<file path="src/hw/rtl/b64rl_pkg.sv">
// Package with shared types and the character classifier of the base64 rotate-left decoder.
`default_nettype none

package b64rl_pkg;

  typedef struct packed {
    logic [7:0] in_char;
    logic       in_end;
  } in_item_t;

  typedef struct packed {
    logic [7:0] out_byte;
    logic       out_has_data;
    logic       out_last;
  } out_item_t;

  // One decode job handed from the front end to the back end.
  // A job with byte_cnt of zero is a bare end marker.
  typedef struct packed {
    logic [23:0] acc;
    logic [1:0]  byte_cnt;
    logic        last;
  } job_t;

  typedef enum logic [1:0] {
    CK_DATA,
    CK_PAD,
    CK_OTHER
  } char_kind_e;

  typedef struct packed {
    char_kind_e kind;
    logic [5:0] value;
  } char_class_t;

  localparam logic [7:0] CharPad   = 8'h3D;
  localparam logic [7:0] CharPlus  = 8'h2B;
  localparam logic [7:0] CharSlash = 8'h2F;
  localparam logic [5:0] LowerBase = 6'd26;
  localparam logic [5:0] DigitBase = 6'd52;
  localparam logic [5:0] PlusValue = 6'd62;
  localparam logic [5:0] SlashValue = 6'd63;
  localparam logic [2:0] PadMax    = 3'd4;

  function automatic char_class_t classify(input logic [7:0] c);
    char_class_t r;
    r.kind  = CK_OTHER;
    r.value = '0;
    if (c >= 8'h41 && c <= 8'h5A) begin
      r.kind  = CK_DATA;
      r.value = 6'(c - 8'h41);
    end else if (c >= 8'h61 && c <= 8'h7A) begin
      r.kind  = CK_DATA;
      r.value = 6'(c - 8'h61) + LowerBase;
    end else if (c >= 8'h30 && c <= 8'h39) begin
      r.kind  = CK_DATA;
      r.value = 6'(c - 8'h30) + DigitBase;
    end else if (c == CharPlus) begin
      r.kind  = CK_DATA;
      r.value = PlusValue;
    end else if (c == CharSlash) begin
      r.kind  = CK_DATA;
      r.value = SlashValue;
    end else if (c == CharPad) begin
      r.kind  = CK_PAD;
    end
    return r;
  endfunction

  function automatic logic [7:0] rotl1(input logic [7:0] b);
    return {b[6:0], b[7]};
  endfunction

endpackage

`default_nettype wire

</file>
<file path="src/hw/rtl/base64_decode_rotate_left_top.sv">
// Top level of the streaming base64 decoder with one-bit left rotate per byte.
//
// Usage: characters enter through a queue-style port. A transaction is taken at a
// rising edge where push is high and full is low; in_data_i carries the character
// and an end flag that marks the final character of a string. Results leave through
// a second queue-style port: while empty is low the oldest result is on out_data_o,
// and a rising edge with pop high takes it.
// Every fourth character of a group yields up to three decoded bytes, each rotated
// left by one bit. A padded group closes the data; later characters are ignored until
// the end flag. An end flag that yields no byte produces one marker result with
// out_has_data low. The final result of a string has out_last high.
// The character that closes a group writes its job into the job queue; the back end then
// loads the first byte into the result register, and the other bytes of that group follow
// one per cycle while the receiver takes each result.
// Throughput is one character per cycle while full is low; the back end emits one byte
// per cycle while results are taken, which covers the three bytes per four characters of
// normal text. A job queue of QueueDepth entries lets the front end keep accepting while
// the receiver stalls; full rises only when that queue has filled. Reset clears the group
// state, the queue and the valid flag of the result register; no clearing pass.
`default_nettype none

module base64_decode_rotate_left_top
  import b64rl_pkg::*;
#(
  parameter int unsigned QueueDepth = 4
) (
  input  wire logic      clk_i,
  input  wire logic      rst_ni,
  input  wire logic      push,
  output logic           full,
  input  wire in_item_t  in_data_i,
  output logic           empty,
  input  wire logic      pop,
  output out_item_t      out_data_o
);

  job_t job_in, job_head;
  logic job_push, job_pop, job_valid, accept, out_valid;

  // The front end stalls only on a full job queue.
  assign accept = push && !full;

  b64rl_front u_front (
    .clk_i      (clk_i),
    .rst_ni     (rst_ni),
    .accept_i   (accept),
    .item_i     (in_data_i),
    .job_o      (job_in),
    .job_push_o (job_push)
  );

  b64rl_fifo #(
    .Depth (QueueDepth)
  ) u_fifo (
    .clk_i       (clk_i),
    .rst_ni      (rst_ni),
    .push_i      (job_push),
    .push_data_i (job_in),
    .full_o      (full),
    .pop_i       (job_pop),
    .head_o      (job_head),
    .valid_o     (job_valid)
  );

  b64rl_back u_back (
    .clk_i       (clk_i),
    .rst_ni      (rst_ni),
    .job_i       (job_head),
    .job_valid_i (job_valid),
    .job_pop_o   (job_pop),
    .out_o       (out_data_o),
    .out_valid_o (out_valid),
    .out_pop_i   (pop)
  );

  assign empty = !out_valid;

endmodule

`default_nettype wire

</file>
<file path="src/hw/rtl/b64rl_front.sv">
// Front end: takes characters, classifies them and groups them into decode jobs.
`default_nettype none

module b64rl_front
  import b64rl_pkg::*;
(
  input  wire logic     clk_i,
  input  wire logic     rst_ni,
  input  wire logic     accept_i,
  input  wire in_item_t item_i,
  output job_t          job_o,
  output logic          job_push_o
);

  logic [23:0] acc_q, acc_d;
  logic [1:0]  slot_q, slot_d;
  logic [2:0]  pad_q, pad_d;
  logic        fin_q, fin_d;

  char_class_t cls;
  logic [23:0] acc_shift;
  logic [2:0]  pad_inc;
  logic [1:0]  emit_cnt;

  always_comb begin
    cls       = classify(item_i.in_char);
    acc_shift = acc_q;
    pad_inc   = pad_q;
    case (cls.kind)
      CK_DATA: acc_shift = {acc_q[17:0], cls.value};
      CK_PAD: begin
        acc_shift = {acc_q[17:0], 6'd0};
        if (pad_q < PadMax) pad_inc = pad_q + 3'd1;
      end
      default: acc_shift = acc_q;
    endcase

    acc_d      = acc_q;
    slot_d     = slot_q;
    pad_d      = pad_q;
    fin_d      = fin_q;
    emit_cnt   = 2'd0;
    job_push_o = 1'b0;

    if (accept_i) begin
      if (!fin_q) begin
        if (slot_q == 2'd3) begin
          emit_cnt = (pad_inc >= 3'd3) ? 2'd0 : 2'(3'd3 - pad_inc);
          if (pad_inc != 3'd0) fin_d = 1'b1;
          acc_d  = '0;
          slot_d = 2'd0;
          pad_d  = 3'd0;
        end else begin
          acc_d  = acc_shift;
          pad_d  = pad_inc;
          slot_d = slot_q + 2'd1;
        end
      end
      job_push_o = (emit_cnt != 2'd0) || item_i.in_end;
      if (item_i.in_end) begin
        acc_d  = '0;
        slot_d = 2'd0;
        pad_d  = 3'd0;
        fin_d  = 1'b0;
      end
    end

    job_o.acc      = acc_shift;
    job_o.byte_cnt = emit_cnt;
    job_o.last     = item_i.in_end;
  end

  always_ff @(posedge clk_i or negedge rst_ni) begin
    if (!rst_ni) begin
      acc_q  <= '0;
      slot_q <= '0;
      pad_q  <= '0;
      fin_q  <= 1'b0;
    end else begin
      acc_q  <= acc_d;
      slot_q <= slot_d;
      pad_q  <= pad_d;
      fin_q  <= fin_d;
    end
  end

endmodule

`default_nettype wire

</file>
<file path="src/hw/rtl/b64rl_fifo.sv">
// Job queue between the front end and the back end.
`default_nettype none

module b64rl_fifo
  import b64rl_pkg::*;
#(
  parameter int unsigned Depth = 4
) (
  input  wire logic clk_i,
  input  wire logic rst_ni,
  input  wire logic push_i,
  input  wire job_t push_data_i,
  output logic      full_o,
  input  wire logic pop_i,
  output job_t      head_o,
  output logic      valid_o
);

  localparam int unsigned PtrW = (Depth > 1) ? $clog2(Depth) : 1;
  localparam int unsigned CntW = $clog2(Depth + 1);
  localparam logic [PtrW-1:0] LastIdx = PtrW'(Depth - 1);

  job_t            mem_q [Depth];
  logic [PtrW-1:0] wr_q, wr_d, rd_q, rd_d;
  logic [CntW-1:0] cnt_q, cnt_d;
  logic            do_push, do_pop;

  assign full_o  = (cnt_q == CntW'(Depth));
  assign valid_o = (cnt_q != '0);
  assign head_o  = mem_q[rd_q];
  assign do_push = push_i && !full_o;
  assign do_pop  = pop_i && valid_o;

  always_comb begin
    wr_d  = wr_q;
    rd_d  = rd_q;
    cnt_d = cnt_q;
    if (do_push) wr_d = (wr_q == LastIdx) ? '0 : wr_q + PtrW'(1);
    if (do_pop) rd_d = (rd_q == LastIdx) ? '0 : rd_q + PtrW'(1);
    if (do_push && !do_pop) cnt_d = cnt_q + CntW'(1);
    else if (do_pop && !do_push) cnt_d = cnt_q - CntW'(1);
  end

  always_ff @(posedge clk_i or negedge rst_ni) begin
    if (!rst_ni) begin
      wr_q  <= '0;
      rd_q  <= '0;
      cnt_q <= '0;
    end else begin
      wr_q  <= wr_d;
      rd_q  <= rd_d;
      cnt_q <= cnt_d;
    end
  end

  always_ff @(posedge clk_i) begin
    if (do_push) mem_q[wr_q] <= push_data_i;
  end

endmodule

`default_nettype wire

</file>
<file path="src/hw/rtl/b64rl_back.sv">
// Back end: splits each job into rotated bytes and holds the result register.
`default_nettype none

module b64rl_back
  import b64rl_pkg::*;
(
  input  wire logic clk_i,
  input  wire logic rst_ni,
  input  wire job_t job_i,
  input  wire logic job_valid_i,
  output logic      job_pop_o,
  output out_item_t out_o,
  output logic      out_valid_o,
  input  wire logic out_pop_i
);

  logic [1:0] idx_q, idx_d;
  logic       ovalid_q, ovalid_d;
  out_item_t  out_q, out_d;
  logic [1:0] n_res;
  logic       final_byte, load, taken;
  logic [7:0] sel_byte;

  always_comb begin
    n_res      = (job_i.byte_cnt == 2'd0) ? 2'd1 : job_i.byte_cnt;
    final_byte = (idx_q == n_res - 2'd1);
    case (idx_q)
      2'd0:    sel_byte = job_i.acc[23:16];
      2'd1:    sel_byte = job_i.acc[15:8];
      default: sel_byte = job_i.acc[7:0];
    endcase

    taken = out_pop_i && ovalid_q;
    load  = job_valid_i && (!ovalid_q || taken);

    out_d    = out_q;
    idx_d    = idx_q;
    ovalid_d = ovalid_q;
    if (taken) ovalid_d = 1'b0;
    if (load) begin
      ovalid_d           = 1'b1;
      out_d.out_has_data = (job_i.byte_cnt != 2'd0);
      out_d.out_byte     = out_d.out_has_data ? rotl1(sel_byte) : 8'd0;
      out_d.out_last     = job_i.last && final_byte;
      idx_d              = final_byte ? 2'd0 : idx_q + 2'd1;
    end
    job_pop_o = load && final_byte;
  end

  always_ff @(posedge clk_i or negedge rst_ni) begin
    if (!rst_ni) begin
      idx_q    <= '0;
      ovalid_q <= 1'b0;
    end else begin
      idx_q    <= idx_d;
      ovalid_q <= ovalid_d;
    end
  end

  always_ff @(posedge clk_i) begin
    out_q <= out_d;
  end

  assign out_o       = out_q;
  assign out_valid_o = ovalid_q;

endmodule

`default_nettype wire

</file>
<file path="config.mk">
export PLATFORM = sky130hd
export DESIGN_NAME = base64_decode_rotate_left_top
export DESIGN_NICKNAME = d
export VERILOG_FILES = /design/src/hw/rtl/b64rl_pkg.sv /design/src/hw/rtl/base64_decode_rotate_left_top.sv /design/src/hw/rtl/b64rl_front.sv /design/src/hw/rtl/b64rl_fifo.sv /design/src/hw/rtl/b64rl_back.sv
export SDC_FILE = /design/constraint.sdc
export NUM_CORES = 1
export LEC_CHECK = 0
export BUFFER_PORTS_ARGS = -buffer_cell sky130_fd_sc_hd__buf_2
export CELL_PAD_IN_SITES_DETAIL_PLACEMENT = 1
export CELL_PAD_IN_SITES_GLOBAL_PLACEMENT = 1
export CORE_ASPECT_RATIO = 0.5
export CORE_MARGIN = 10
export CORE_UTILIZATION = 57
export CTS_CLUSTER_DIAMETER = 40
export DETAILED_ROUTE_END_ITERATION = 10
export GPL_TIMING_DRIVEN = 0
export PLACE_DENSITY_LB_ADDON = 0.3
export SKIP_LAST_GASP = 1
export SYNTH_ARGS = -nofsm -noshare
export SYNTH_HDL_FRONTEND = slang
export SYNTH_HIERARCHICAL = 1
export SYNTH_SLANG_ARGS = --single-unit
</file>
<file path="constraint.sdc">
create_clock -name clk_i -period 4.4 [get_ports clk_i]
set_input_delay 0.44 -clock clk_i [delete_from_list [all_inputs] [get_ports clk_i]]
set_output_delay 0.44 -clock clk_i [all_outputs]
set_load 0.005 [all_outputs]
</file>
### Word-level counts from Yosys, hierarchy flattened

Memory sizes are Yosys's and may differ from the RTL's.
Index checks and enable logic that the tools add are counted.

| word-level totals | value |
|---|---|
| bits in registers | 50 |
| RAM bits | 108 |
| input port bits | 13 |
| output and inout port bits | 12 |
| logic and storage cells | 114 |
| memories | 1 |

Memory list:

| memory | depth | width | rd ports | clocked after memory_dff | write ports | RTL line | source |
|---|---|---|---|---|---|---|---|
| u_fifo.mem_q | 4 | 27 | 1 | 0 | 1 | b64rl_fifo.sv:23 | `job_t mem_q [Depth];` |

| operators by class | value |
|---|---|
| $add $sub $neg | 14 |
| magnitude comparators | 8 |
| equality and inequality tests | 11 |
| multiplexer cells | 40 |
| reductions and logical operators | 28 |

Operators by type and width:

| cell | count |
|---|---|
| $mux W24 | 3 |
| $pmux W24 S2 | 1 |
| $mux W8 | 4 |
| $mux W2 | 14 |
| $eq A8 B6 Y1 const B | 3 |
| $mux W3 | 7 |
| $ge A8 B7 Y1 const B | 2 |
| $le A8 B7 Y1 const B | 2 |
| $pmux W8 S2 | 1 |
| $logic_and A1 B1 Y1 | 12 |
| $sub A6 B6 Y6 const B | 2 |
| $mux W1 | 9 |
| $add A2 B1 Y2 const B | 4 |
| $ge A8 B6 Y1 const B | 1 |
| $le A8 B6 Y1 const B | 1 |
| $reduce_bool A2 Y1 | 4 |
| $add A3 B1 Y3 const B | 2 |
| $add A6 B5 Y6 const B | 1 |
| $add A6 B6 Y6 const B | 1 |
| $eq A2 B2 Y1 const B | 3 |
| $logic_not A2 Y1 | 3 |
| $mux W6 | 1 |
| $reduce_bool A3 Y1 | 2 |
| $sub A6 B1 Y6 const B | 1 |
| other kinds (12) | 17 |

### Logic depth before layout (Yosys ltp)

Gate-level depths: netlist (run 1).

| depth | value |
|---|---|
| depth in word-level cells | 22 |
| gate-level depth with buffers | 17 |
| mapped depth without buffers | 14 |

### Modules after synthesis

The synthesis (run 1) kept the hierarchy.

Modules (own cells, without submodules):

| module | instances | cells an instance | area an instance (µm²) | seq. area each (µm²) |
|---|---|---|---|---|
| b64rl_fifo | 1 | 178 | 4364.2 | 3418.3 |
| b64rl_front | 1 | 235 | 2237.1 | 750.7 |
| b64rl_back | 1 | 62 | 694.4 | 375.4 |
| base64_decode_rotate_left_top | 1 | 2 | 17.5 | 0.0 |

### Least setup slack after synthesis (run 1)

Ideal clock, no wire load.

| timing path | value |
|---|---|
| kind | input-to-reg |
| from | input in_data_i[3] (netlist bit) |
| to | memory u_fifo/mem_q[3][0] (netlist bit) (enable) |
| setup time | 0.386 ns |
| arrival | 2.875 ns |
| required time | 4.014 ns |
| slack | 1.139 ns |
| stages | 12 |
| buffers on the path | 3 |
| path through | buf_2 inv_1 ha_1 buf_2 nand2b_1 nor4_2 nand2b_1 a21oi_1 o21ai_0 nor2b_1 buf_6 and2_1 |

| between the ends | value |
|---|---|
| longest elaborated chain between the ends | 20 |
| elaborated cells on any way between the ends | 32 |
| classes of those cells | add/sub: 1; order compare: 7; eq/ne: 4; mux: 14; reduce/logical: 6 |

RTL lines:

| what | RTL line | source |
|---|---|---|
| from (decl) | base64_decode_rotate_left_top.sv:31 | `input wire in_item_t in_data_i,` |
| $eq A8 B6 Y1 | b64rl_pkg.sv:64 | `end else if (c == CharPad) begin` |
| $mux W2 | b64rl_pkg.sv:64 |  |
| $mux W2 | b64rl_pkg.sv:61 | `end else if (c == CharSlash) begin` |
| $mux W8 | b64rl_pkg.sv:58 | `end else if (c == CharPlus) begin` |
| $mux W8 | b64rl_pkg.sv:55 | `end else if (c >= 8'h30 && c <= 8'h39) begin` |
| $mux W8 | b64rl_pkg.sv:52 | `end else if (c >= 8'h61 && c <= 8'h7A) begin` |
| $mux W8 (*) | b64rl_pkg.sv:49 | `if (c >= 8'h41 && c <= 8'h5A) begin` |
| $eq A2 B1 Y1 (*) | b64rl_front.sv:29 | `case (cls.kind)` |
| [... 6 more ...] | -- |  |
| $reduce_bool A2 Y1 (*) | b64rl_front.sv:59 | `job_push_o = (emit_cnt != 2'd0) \|\| item_i.in_end;` |
| $logic_or A1 B1 Y1 (*) | b64rl_front.sv:59 |  |
| $mux W1 (*) | b64rl_front.sv:45 | `if (accept_i) begin` |
| net job_push | base64_decode_rotate_left_top.sv:38 | `logic job_push, job_pop, job_valid, accept, out_valid;` |
| $logic_and A1 B1 Y1 (*) | b64rl_fifo.sv:31 | `assign do_push = push_i && !full_o;` |
| net u_fifo.do_push | b64rl_fifo.sv:26 | `logic do_push, do_pop;` |
| $mux W1 (*) | b64rl_fifo.sv:57 | `if (do_push) mem_q[wr_q] <= push_data_i;` |
| $mux W1 (implied by the code) (*) | b64rl_fifo.sv:57 |  |
| to (decl) | b64rl_fifo.sv:23 |  |

The timed path passes the listed nets; every way through them passes the cells marked *. The select of a mux whose other input is x is not followed.

### Worst setup path in the final report (run 1)

| timing path | value |
|---|---|
| from | input in_data_i[3] (netlist bit) |
| to | register u_fifo.cnt_q[2] |

| between the ends | value |
|---|---|
| longest elaborated chain between the ends | 21 |
| elaborated cells on any way between the ends | 35 |
| classes of those cells | add/sub: 1; order compare: 7; eq/ne: 4; mux: 13; reduce/logical: 10 |

RTL lines:

| what | RTL line | source |
|---|---|---|
| $eq A8 B6 Y1 | b64rl_pkg.sv:64 |  |
| $mux W2 | b64rl_pkg.sv:64 |  |
| $mux W2 | b64rl_pkg.sv:61 |  |
| $mux W8 | b64rl_pkg.sv:58 |  |
| $mux W8 | b64rl_pkg.sv:55 |  |
| $mux W8 | b64rl_pkg.sv:52 |  |
| $mux W8 (*) | b64rl_pkg.sv:49 |  |
| $eq A2 B1 Y1 (*) | b64rl_front.sv:29 |  |
| [... 7 more ...] | -- |  |
| $logic_or A1 B1 Y1 (*) | b64rl_front.sv:59 |  |
| $mux W1 (*) | b64rl_front.sv:45 |  |
| net job_push | base64_decode_rotate_left_top.sv:38 |  |
| $logic_and A1 B1 Y1 (*) | b64rl_fifo.sv:31 |  |
| net u_fifo.do_push | b64rl_fifo.sv:26 |  |
| $logic_not A1 Y1 | b64rl_fifo.sv:41 | `else if (do_pop && !do_push) cnt_d = cnt_q - CntW'(1);` |
| $logic_and A1 B1 Y1 | b64rl_fifo.sv:41 |  |
| $reduce_bool A2 Y1 (no line) | -- |  |
| to (signal assigned) | b64rl_fifo.sv:52 | `cnt_q <= cnt_d;` |
| to (decl) | b64rl_fifo.sv:25 | `logic [CntW-1:0] cnt_q, cnt_d;` |

Marked as above.
A chain may end at the register's enable or synchronous reset.

==> flow_results.org, run 1 <==
** Outcome
- Run status :: complete, no violations

** Synth
- XOR/XNOR share of the synthesized area :: less than 1%
- After synthesis, the share of flip-flops with an asynchronous set or reset is 25.3%.
- Yosys attributes the largest share of cell area to edfxtp_1 (48%), dfrtp_1 (14%), mux4_2 (8.0%).
- In the post-synthesis netlist, the cell with the most instances is edfxtp_1.
- Cell types with the highest counts after synthesis :: edfxtp_1 (118), dfrtp_1 (40), mux4_2 (26)
- Area fraction of the dominant cell type after synthesis :: 48.5%
- Cell Area, Synth :: 7310 um^2
- edfxtp_1 takes more of the synthesized area than any other cell.
- A synthesized cell averages ~15 um^2.
- Number of flops mapped to enable cells by yosys :: 118
- Share of the synthesized area in compound gates (AO/OA/AOI/OAI) :: 10.1%
- Share of synthesized cell area in and, or, nand and nor gates :: under 10%
- Synth Area in Adders :: around 3.5%
- Combinational family with the most area after synthesis :: multiplexers
- Distinct cell type count of the synthesized netlist :: between 70 and 80
- In the synthesized netlist the dominant register cell turns out to be edfxtp_1.
- Multiplexer cells account for 12.4% of the synthesized area.
- Yosys printed 6 warnings.
- The number of nets handed over by synthesis was 510.
- Gate Count Post-Synth :: 477
- The share of the Yosys chip area taken by registers is just over 60%.
- Number of synthesized register bits :: between 150 and 200

** Clock tree
- In this run, CTS created clock tree buffers numbering 17.
- Post-CTS repair timing setup buffer count :: 0
- CTS sink cnt :: 158
- Insertion delay to the later sink of the worst-skew pair :: around 430 ps
- In this run the number of H-tree levels came out at 4.
- Count of hold buffers inserted by post-cts repair :: 0
- CTS placed an instance of clkbuf_16 at the clock tree root.
- Number of gates given a new drive strength after cts :: 0
- TritonCTS built the clock tree.
- In this run the deepest clock path goes through 2 buffers.
- Clk slew on worst S/H paths :: about 60 ps

** Timing
- The max-slew violation count was 0.
- Relative slew slack :: around 30%
- Hold Violations, Final :: 0
- Worst clock skew :: about 13 ps
- Fmax :: roughly 0.27 GHz
- On the final layout, the worst hold slack is 182 ps.
- The smallest clock period supported by the final layout is computed as 3680 ps.
- Setup repair after global routing left no endpoint under its margin.
- Of the available clock period, the critical path in the final layout requires between 80% and 90%.
- Post-route worst setup slack :: 721 ps
- For the pin with the worst max-slew slack, the measured transition is 1040 ps.
- Finish-stage setup viols :: 0
- Total negative slack for setup checks :: 0 ps

** Pwr
- Power spread over the standard cell area amounts to roughly 610 nW/um^2.
- Leakage power :: 3.11 nW
- Sw Share :: around 33%
- VDD IR-drop max :: between 0.4 and 0.5 mV
- Combinational group share of total power :: ~30%
- Proportion of power drawn by the clock network :: between 20% and 30%
- Net switching power :: about 1.6 mW
- Total chip power :: 5.03 mW
- Of the total power, registers draw just over 40%.
- Internal power comes to 3.39 mW.

** Routing
- Mean routed wirelength per cell :: 27.7 um
- The first TritonRoute pass finished after 5 iterations.
- After detailed routing, the number of vias per cell comes to around 6.6.
- For this run, design rule violations remaining after detail routing come to 0.
- The detailed router finished its first iteration with approximately 640 violations.
- Once detail routing completed, the nets flagged for antenna violations numbered 0.
- DRT Wirelength :: 19500 um
- Vias after detailed routing :: between 4k and 5k

** Flow run
- Max-cap violations in this run came to 0.

** Critical path
- In this run the critical register-to-register path is launched from u_fifo/rd_q[0]$_DFFE_PN0P_.
- The critical path is of the primary input to flip-flop type.
- Crit path capture type :: flip-flop
- CP arrival :: 4000 ps
- Data required time of the critical path :: about 4700 ps
- Crit. Startpoint :: in_data_i[3]
- Of all nets on the critical path, the largest fanout is 9.
- The worst setup path is launched from a primary input.

** Hold path
- Class of the tightest hold or removal check :: primary input to asynchronous set/reset pin

** Placement
- Post-place instance area :: between 7000 and 8000 um^2
- Including well taps, the total number of placed cells is 671.
- Before CTS, the worst setup slack after placement is around 150 ps.
- Port Buf Inserts :: 23
- HPWL after detailed placement :: between 10000 and 15000 um
- RD Place Congestion :: about 0.88

** Global routing
- The first global-routing pass estimated 30300 um of wire.
- Number of antenna violations at the first check in global routing :: 0
- Global routing used between 20% and 30% of the available tracks.
- Summed over all layers, the global routing overflow is 0.
- The via count of the first global-routing pass is between 4k and 5k.
- Entering global routing, the biggest net connects between 40 and 50 pins.

** Finish
- The net count of the finished layout is 553.
- Utilization after layout :: 65.6%
- Of the cells placed in the final design, the portion with a size suffix greater than 1 is between 20% and 30%.
- Number of antenna repair diodes :: 0
- Leaving out filler cells and counting taps, the final layout contains about 700.
- After routing the design area is ~8300 um^2.
- The area growth from synthesis to layout is 13.0%.

** Floorplanning
- I/O pins :: 25
- Core region area :: ~13000 um^2
- The floorplan step set the die height to about 100 um.
- Row count :: 29
- From left edge to right edge, the die measures around 180 um.
- Initial Util :: between 50% and 60%
- Floorplan die area :: 18000 um^2
[final timing paths]
| check | endpoint | depth (start not counted) | slack [ps] |
|---|---|---|---|
| max | u_fifo/cnt_q[2]$_DFFE_PN0P_ | 18 | 720 |
| min | u_front/acc_q[4]$_DFFE_PN0P_ | 1 | 180 |
| max reg2reg | u_fifo/cnt_q[2]$_DFFE_PN0P_ | 12 | 1080 |
| min reg2reg | u_front/acc_q[18]$_DFFE_PN0P_ | 1 | 510 |
| max in group asynchronous | u_fifo/cnt_q[2]$_DFFE_PN0P_ | 1 | 3590 |
| min in group clk_i | u_front/slot_q[1]$_DFFE_PN0P_ | 2 | 290 |
[cells in the final DEF (no fill, tap or decap), types with 6 or more instances in the layout]
master     count
o21ai_0       14
mux2_2        21
nand2_1       22
buf_2         34
a22oi_1       10
a22o_1        20
ha_1          19
inv_1         24
edfxtp_1     118
dfrtp_1       40
nor2_1        11
buf_6          6
nand2b_1       7
clkbuf_16     17
nor2b_1        6
mux4_2        26
a21oi_1       15
[power by group through the flow]
stage          clock [mW]  sequential [mW]  combinational (mW)
2_1_floorplan           0             2.02                1.00
3_3_place_gp            0             2.04                1.38
3_5_place_dp            0             2.06                1.46
4_1_cts              1.49             2.05                1.50
5_1_grt              1.57             2.07                1.62
6_report             1.48             2.05                1.50
[layout make-up]
cell class	count	area, um^2
Buffer	24	173
Clock buffer	18	429
Clock inverter	14	159
Fill cell	1132	4330
Inverter	24	90.1
Multi-Input combinational cell	271	2510
Sequential cell	158	4540
Tap cell	170	213
Timing Repair Buffer	24	143
[critical path: stages]
cell	delay [ps]
buf_2	100
buf_2	200
inv_1	170
ha_1	220
buf_2	160
nand2b_1	190
nor4_2	450
nand2b_1	220
a21oi_1	70
o21ai_0	150
nor2b_1	180
buf_6	150
ha_1	240
inv_1	110
fa_1	390
xor2_1	180
nor2_1	160
xor2_1	230
[layer usage]
layer	up-vias	GRT usage, %	routed length [um]
met5	-	0	0
met4	0	5.89	229
met3	21	5.24	1470
met2	215	35.4	9440
met1	2425	29.5	8310
li1	1961	-	-
[kinds of logic after synthesis]
kind of cell / after synthesis
AND/OR/NAND/NOR: 89
buffers and inverters: 48
AO/OA/AOI/OAI: 101
multiplexers: 53
adder cells (fa/ha/maj): 20
flip-flops: 158
XOR/XNOR: 8
[flip-flops by register name (all words and copies together), names as in the netlist]
register / flops
u_back/idx_q: 2
u_back/out_o: 10
u_back/out_valid_o: 1
u_fifo/cnt_q: 3
u_fifo/mem_q: 108
u_fifo/rd_q: 2
u_fifo/wr_q: 2
u_front/acc_q: 24
u_front/fin_q: 1
u_front/pad_q: 3
u_front/slot_q: 2
Note: power is estimated with default switching activity, not from simulation.
==> run 2: changes to the inputs <==
ABC_AREA = 1   (was not set)
CORE_UTILIZATION = 49   (was 57)
clock period = 3.69 ns   (was 4.4 ns; I/O delays follow)
==> flow_results.org, run 2 <==
** Timing
- The worst slew margin relative to its limit is 35.4% (+5.2 points).
- Setup repair after global routing left no endpoint under its margin.
- Period utilisation layout :: 87.8%
- The setup skew after layout came to 17.9 ps (+5.28 ps).
- Worst-Margin Slew :: 967 ps (-72.4 ps)
- Finish-stage setup viols :: 0 (unchanged)
- Final period demand of the worst path :: 3240 ps
- The max-slew violation count was 0 (unchanged).
- Fmax :: 0.309 GHz
- Hold Violations, Final :: 0 (unchanged)

** Outcome
- The flow ran to the end, and the final reports show no timing, DRC or antenna violations.

** Finish
- Fill cells :: 1746 (+54%)
- The count of nets after finishing is 892 (+61%).
- The fraction of layout cells with a size suffix above 1 was 12.0% (-14 points).
- In the layout the commonest cells are nand2_1 (234), inv_1 (131), edfxtp_1 (118), o211ai_1 (55), nand3_1 (47).
- Register bank with the most flops :: u_fifo/mem_q
- The flip-flop count of the largest register after layout came to 108 (unchanged).
- Utilization after layout :: 57.0% (-8.6 points)
- Number of non-filler instances in the completed layout :: 1077 (+53%)
- The library cell used most frequently in the layout, excluding fill and tap cells, is nand2_1.
- Synthesis-to-layout area growth :: 12.2%

** Synth
- The number of flops mapped to enable cells by yosys was 118 (unchanged).
- Post-Syn Nets :: 850 (+67%)
- Cell Area, Synth :: 7940 um^2 (+8.5%)
- In the post-synthesis netlist, the cell with the most instances is nand2_1.
- The commonest cells after synthesis are nand2_1 (234), inv_1 (131), edfxtp_1 (118).
- The fraction of post-synthesis cell area in the top cell type by area came to 44.7% (-3.8 points).
- Among all flip-flop cells after synthesis, the most frequent one is edfxtp_1.
- The number of register bits inferred by synthesis came to 158 (unchanged).
- The register area share after synthesis came to 57.3% (-4.9 points).
- Distinct cell type count of the synthesized netlist :: 31 (-57%)
- Average cell area after synthesis :: 9.71 um^2 (-37%)
- Async S/R FF share, synth :: 25.3% (unchanged)
- The largest total area in the synthesized netlist belongs to edfxtp_1.
- Top cells by area, synth :: edfxtp_1 (45%), dfrtp_1 (13%), nand2_1 (11%)
- Number of warnings issued by yosys :: 6 (unchanged)
- The synthesized netlist cell count was 817 (+71%).

** Routing
- Vias after detailed routing :: 6076 (+31%)
- Routed signal wires occupy layers up through met4.
- The detailed-routed wire length on met3 is 1150 um (-22%).
- DRT Wirelength :: 21800 um (+12%)
- The number of search-and-repair iterations in the first detailed-routing pass came to 5 (unchanged).
- Wl on met1 :: 9750 um (+17%)
- The routed via count divided by cell count is 5.64 (-14%).
- Remaining routing DRC violations :: 0 (unchanged)
- The remaining number of nets flagged by the antenna check after routing is 0 (unchanged).
- Mean routed wirelength per cell :: 20.2 um (-27%)
- Initial DRC count :: 555 (-14%)
- The met2 wire length is 10500 um (+11%).

** Clock tree
- The tree is rooted in a clkbuf_16.
- TritonCTS built the clock tree.
- The maximum level of the CTS H-tree was 4 (unchanged).
- Clk slew on worst S/H paths :: 60 ps (about the same)
- The clock latency on the worst-skew pair is 430 ps (about the same).
- The post-cts gate resize count was 0 (unchanged).
- Clock Path Buffers :: 2 (unchanged)
- Count of hold buffers inserted by post-cts repair :: 0 (unchanged)
- Number of buffers inserted during clock tree synthesis :: 17 (unchanged)
- The post-CTS setup repair buffer count was 0 (unchanged).
- CTS sink cnt :: 158 (unchanged)

** Critical path
- Ordered cell list for the critical path :: buf_2, buf_2, inv_1, ha_1, nand2_1, inv_1, nand3_1, nand2_1, nand2_2, nand2_1, nand2_1, nand2_1, nand3_1, o211ai_1, nand2_1, nor2_4
- Cell with the largest stage delay on the worst path :: nor2_4
- The worst setup path is captured at a flip-flop.
- Worst Path Max Fanout :: 27 (+18)
- Critical path buffers and inverters :: 4 (-2)
- The worst setup path is launched from a primary input.
- Data required time of the critical path :: 3740 ps (-980 ps)
- CP arrival :: 3290 ps (-710 ps)
- By instance count, the cell type seen most on the critical path is nand2_1.
- The delay contributed by the slowest stage of the critical path was 850 ps (+400 ps).
- In this design, the largest share of critical-path delay is due to simple AND/OR/NAND/NOR gates.
- Start-to-end type of the worst setup path :: primary input to flip-flop

** Pwr
- Sw Share :: 39.5% (+6.9 points)
- The cell internal power dissipation was 4.08 mW (+20%).
- Proportion of power drawn by the clock network :: 24.1% (-5.3 points)
- Net switching power :: 2.67 mW (+62%)
- The fraction of power consumed by sequential logic is 38.2% (-2.5 points).
- Combinational group share of total power :: 37.6% (+7.7 points)
- Pwr Density :: 758 nW/um^2 (+24%)
- The peak supply drop is 0.351 mV (-17%).
- Leakage power :: 3.90 nW (+25%)

** Hold path
- The worst hold path belongs to the class primary input to asynchronous set/reset pin.

** Floorplanning
- The count of pins on the block boundary was 25 (unchanged).
- Core region area :: 15600 um^2 (+24%)
- Die Span Y :: 110 um (+9.9%)
- The die extent in x was 200 um (+11%).
- Row count :: 32 (+10%)
- Floorplan die area :: 22000 um^2 (+22%)
- The initial cell density of the core is 50.8% (-7.3 points).

** Global routing
- The global-route congestion overflow total is 0 (unchanged).
- The first-pass GRT wire length came to 34400 um (+13%).
- Number of global-route vias before repair :: 6300 (+29%)
- The global routing usage summed across all routing layers is 20.7% (-1.3 points).
- The largest net degree at the start of global routing came to 41 (unchanged).
- Number of antenna violations at the first check in global routing :: 0 (unchanged)

** Placement
- Placed instance count :: 1044 (+56%)
- RD Place Congestion :: 0.836 (-5.2%)
- HPWL after detailed placement :: 14900 um (+27%)
- The count of port buffers added during placement came to 22 (-4.3%).

** Flow run
- MaxCap Viol Count :: 0 (unchanged)
[run 2: path summary, 6_finish.rpt]
kind,startpoint,to,depth (start not counted),slack (ps)
worst max register to register,u_fifo/cnt_q[0]$_DFFE_PN0P_,u_fifo/mem_q[0][15]$_DFFE_PP_,10,490
worst min-delay path,rst_ni,u_front/pad_q[2]$_DFFE_PN0P_,1,80
min in group clk_i,in_data_i[0],u_front/slot_q[1]$_DFFE_PN0P_,2,200
max in group asynchronous,rst_ni,u_back/idx_q[0]$_DFFE_PN0P_,1,3010
worst max-delay path,in_data_i[3],u_fifo/mem_q[0][15]$_DFFE_PP_,16,450
worst min register to register,u_front/slot_q[0]$_DFFE_PN0P_,u_front/slot_q[0]$_DFFE_PN0P_,1,490
[run 2: cell families after synthesis]
group | synth area share, %
AND/OR/NAND/NOR | 20.9
buffers and inverters | 9.87
flip-flops | 57.3
AO/OA/AOI/OAI | 7.87
adder cells (fa/ha/maj) | 3.25
XOR/XNOR | 0.883
[run 2: layout make-up]
type                       count  area [um^2]  share of cell area (%)
clock buffer                  17          425                    4.78
tap                          204          255                    2.87
multi-input combinational    490         2640                    29.6
inverter                     134          505                    5.68
buffer                        35          278                    3.12
sequential                   158         4540                    51.1
clock inverter                15          115                    1.29
antenna                        1         2.50                  0.0281
timing repair buffer          23          138                    1.55
[run 2: metrics by stage]
step | setup TNS (ps) | total power [mW] | worst slack (ps) | area (um^2) | hold slack, ps
6_report | 0 | 6.75 | 450 | 8900 | 82.3
5_1_grt | 0 | 7.13 | 124 | 8900 | 151
4_1_cts | 0 | 6.76 | 456 | 8900 | 107
3_5_place_dp | 0 | 5.07 | 13.3 | 8360 | 488
3_3_place_gp | -115130 | 4.88 | -1180 | 8300 | 473
2_1_floorplan | 0 | 4.18 | 232 | 7940 | 73.4
[run 2: layer usage]
| layer | GRT usage, % | vias up |
|---|---|---|
| met5 | 0 | - |
| met4 | 7.73 | 0 |
| met3 | 3.99 | 26 |
| met2 | 34.8 | 181 |
| met1 | 26.4 | 3058 |
| li1 | - | 2811 |
[run 2: power by group through the flow]
stage	sequential, mW	combinational [mW]	clock [mW]
floorplan	2.58	1.60	0
global placement	2.59	2.28	0
detailed placement	2.61	2.46	0
CTS	2.58	2.52	1.66
global route	2.61	2.78	1.74
finish	2.58	2.54	1.63
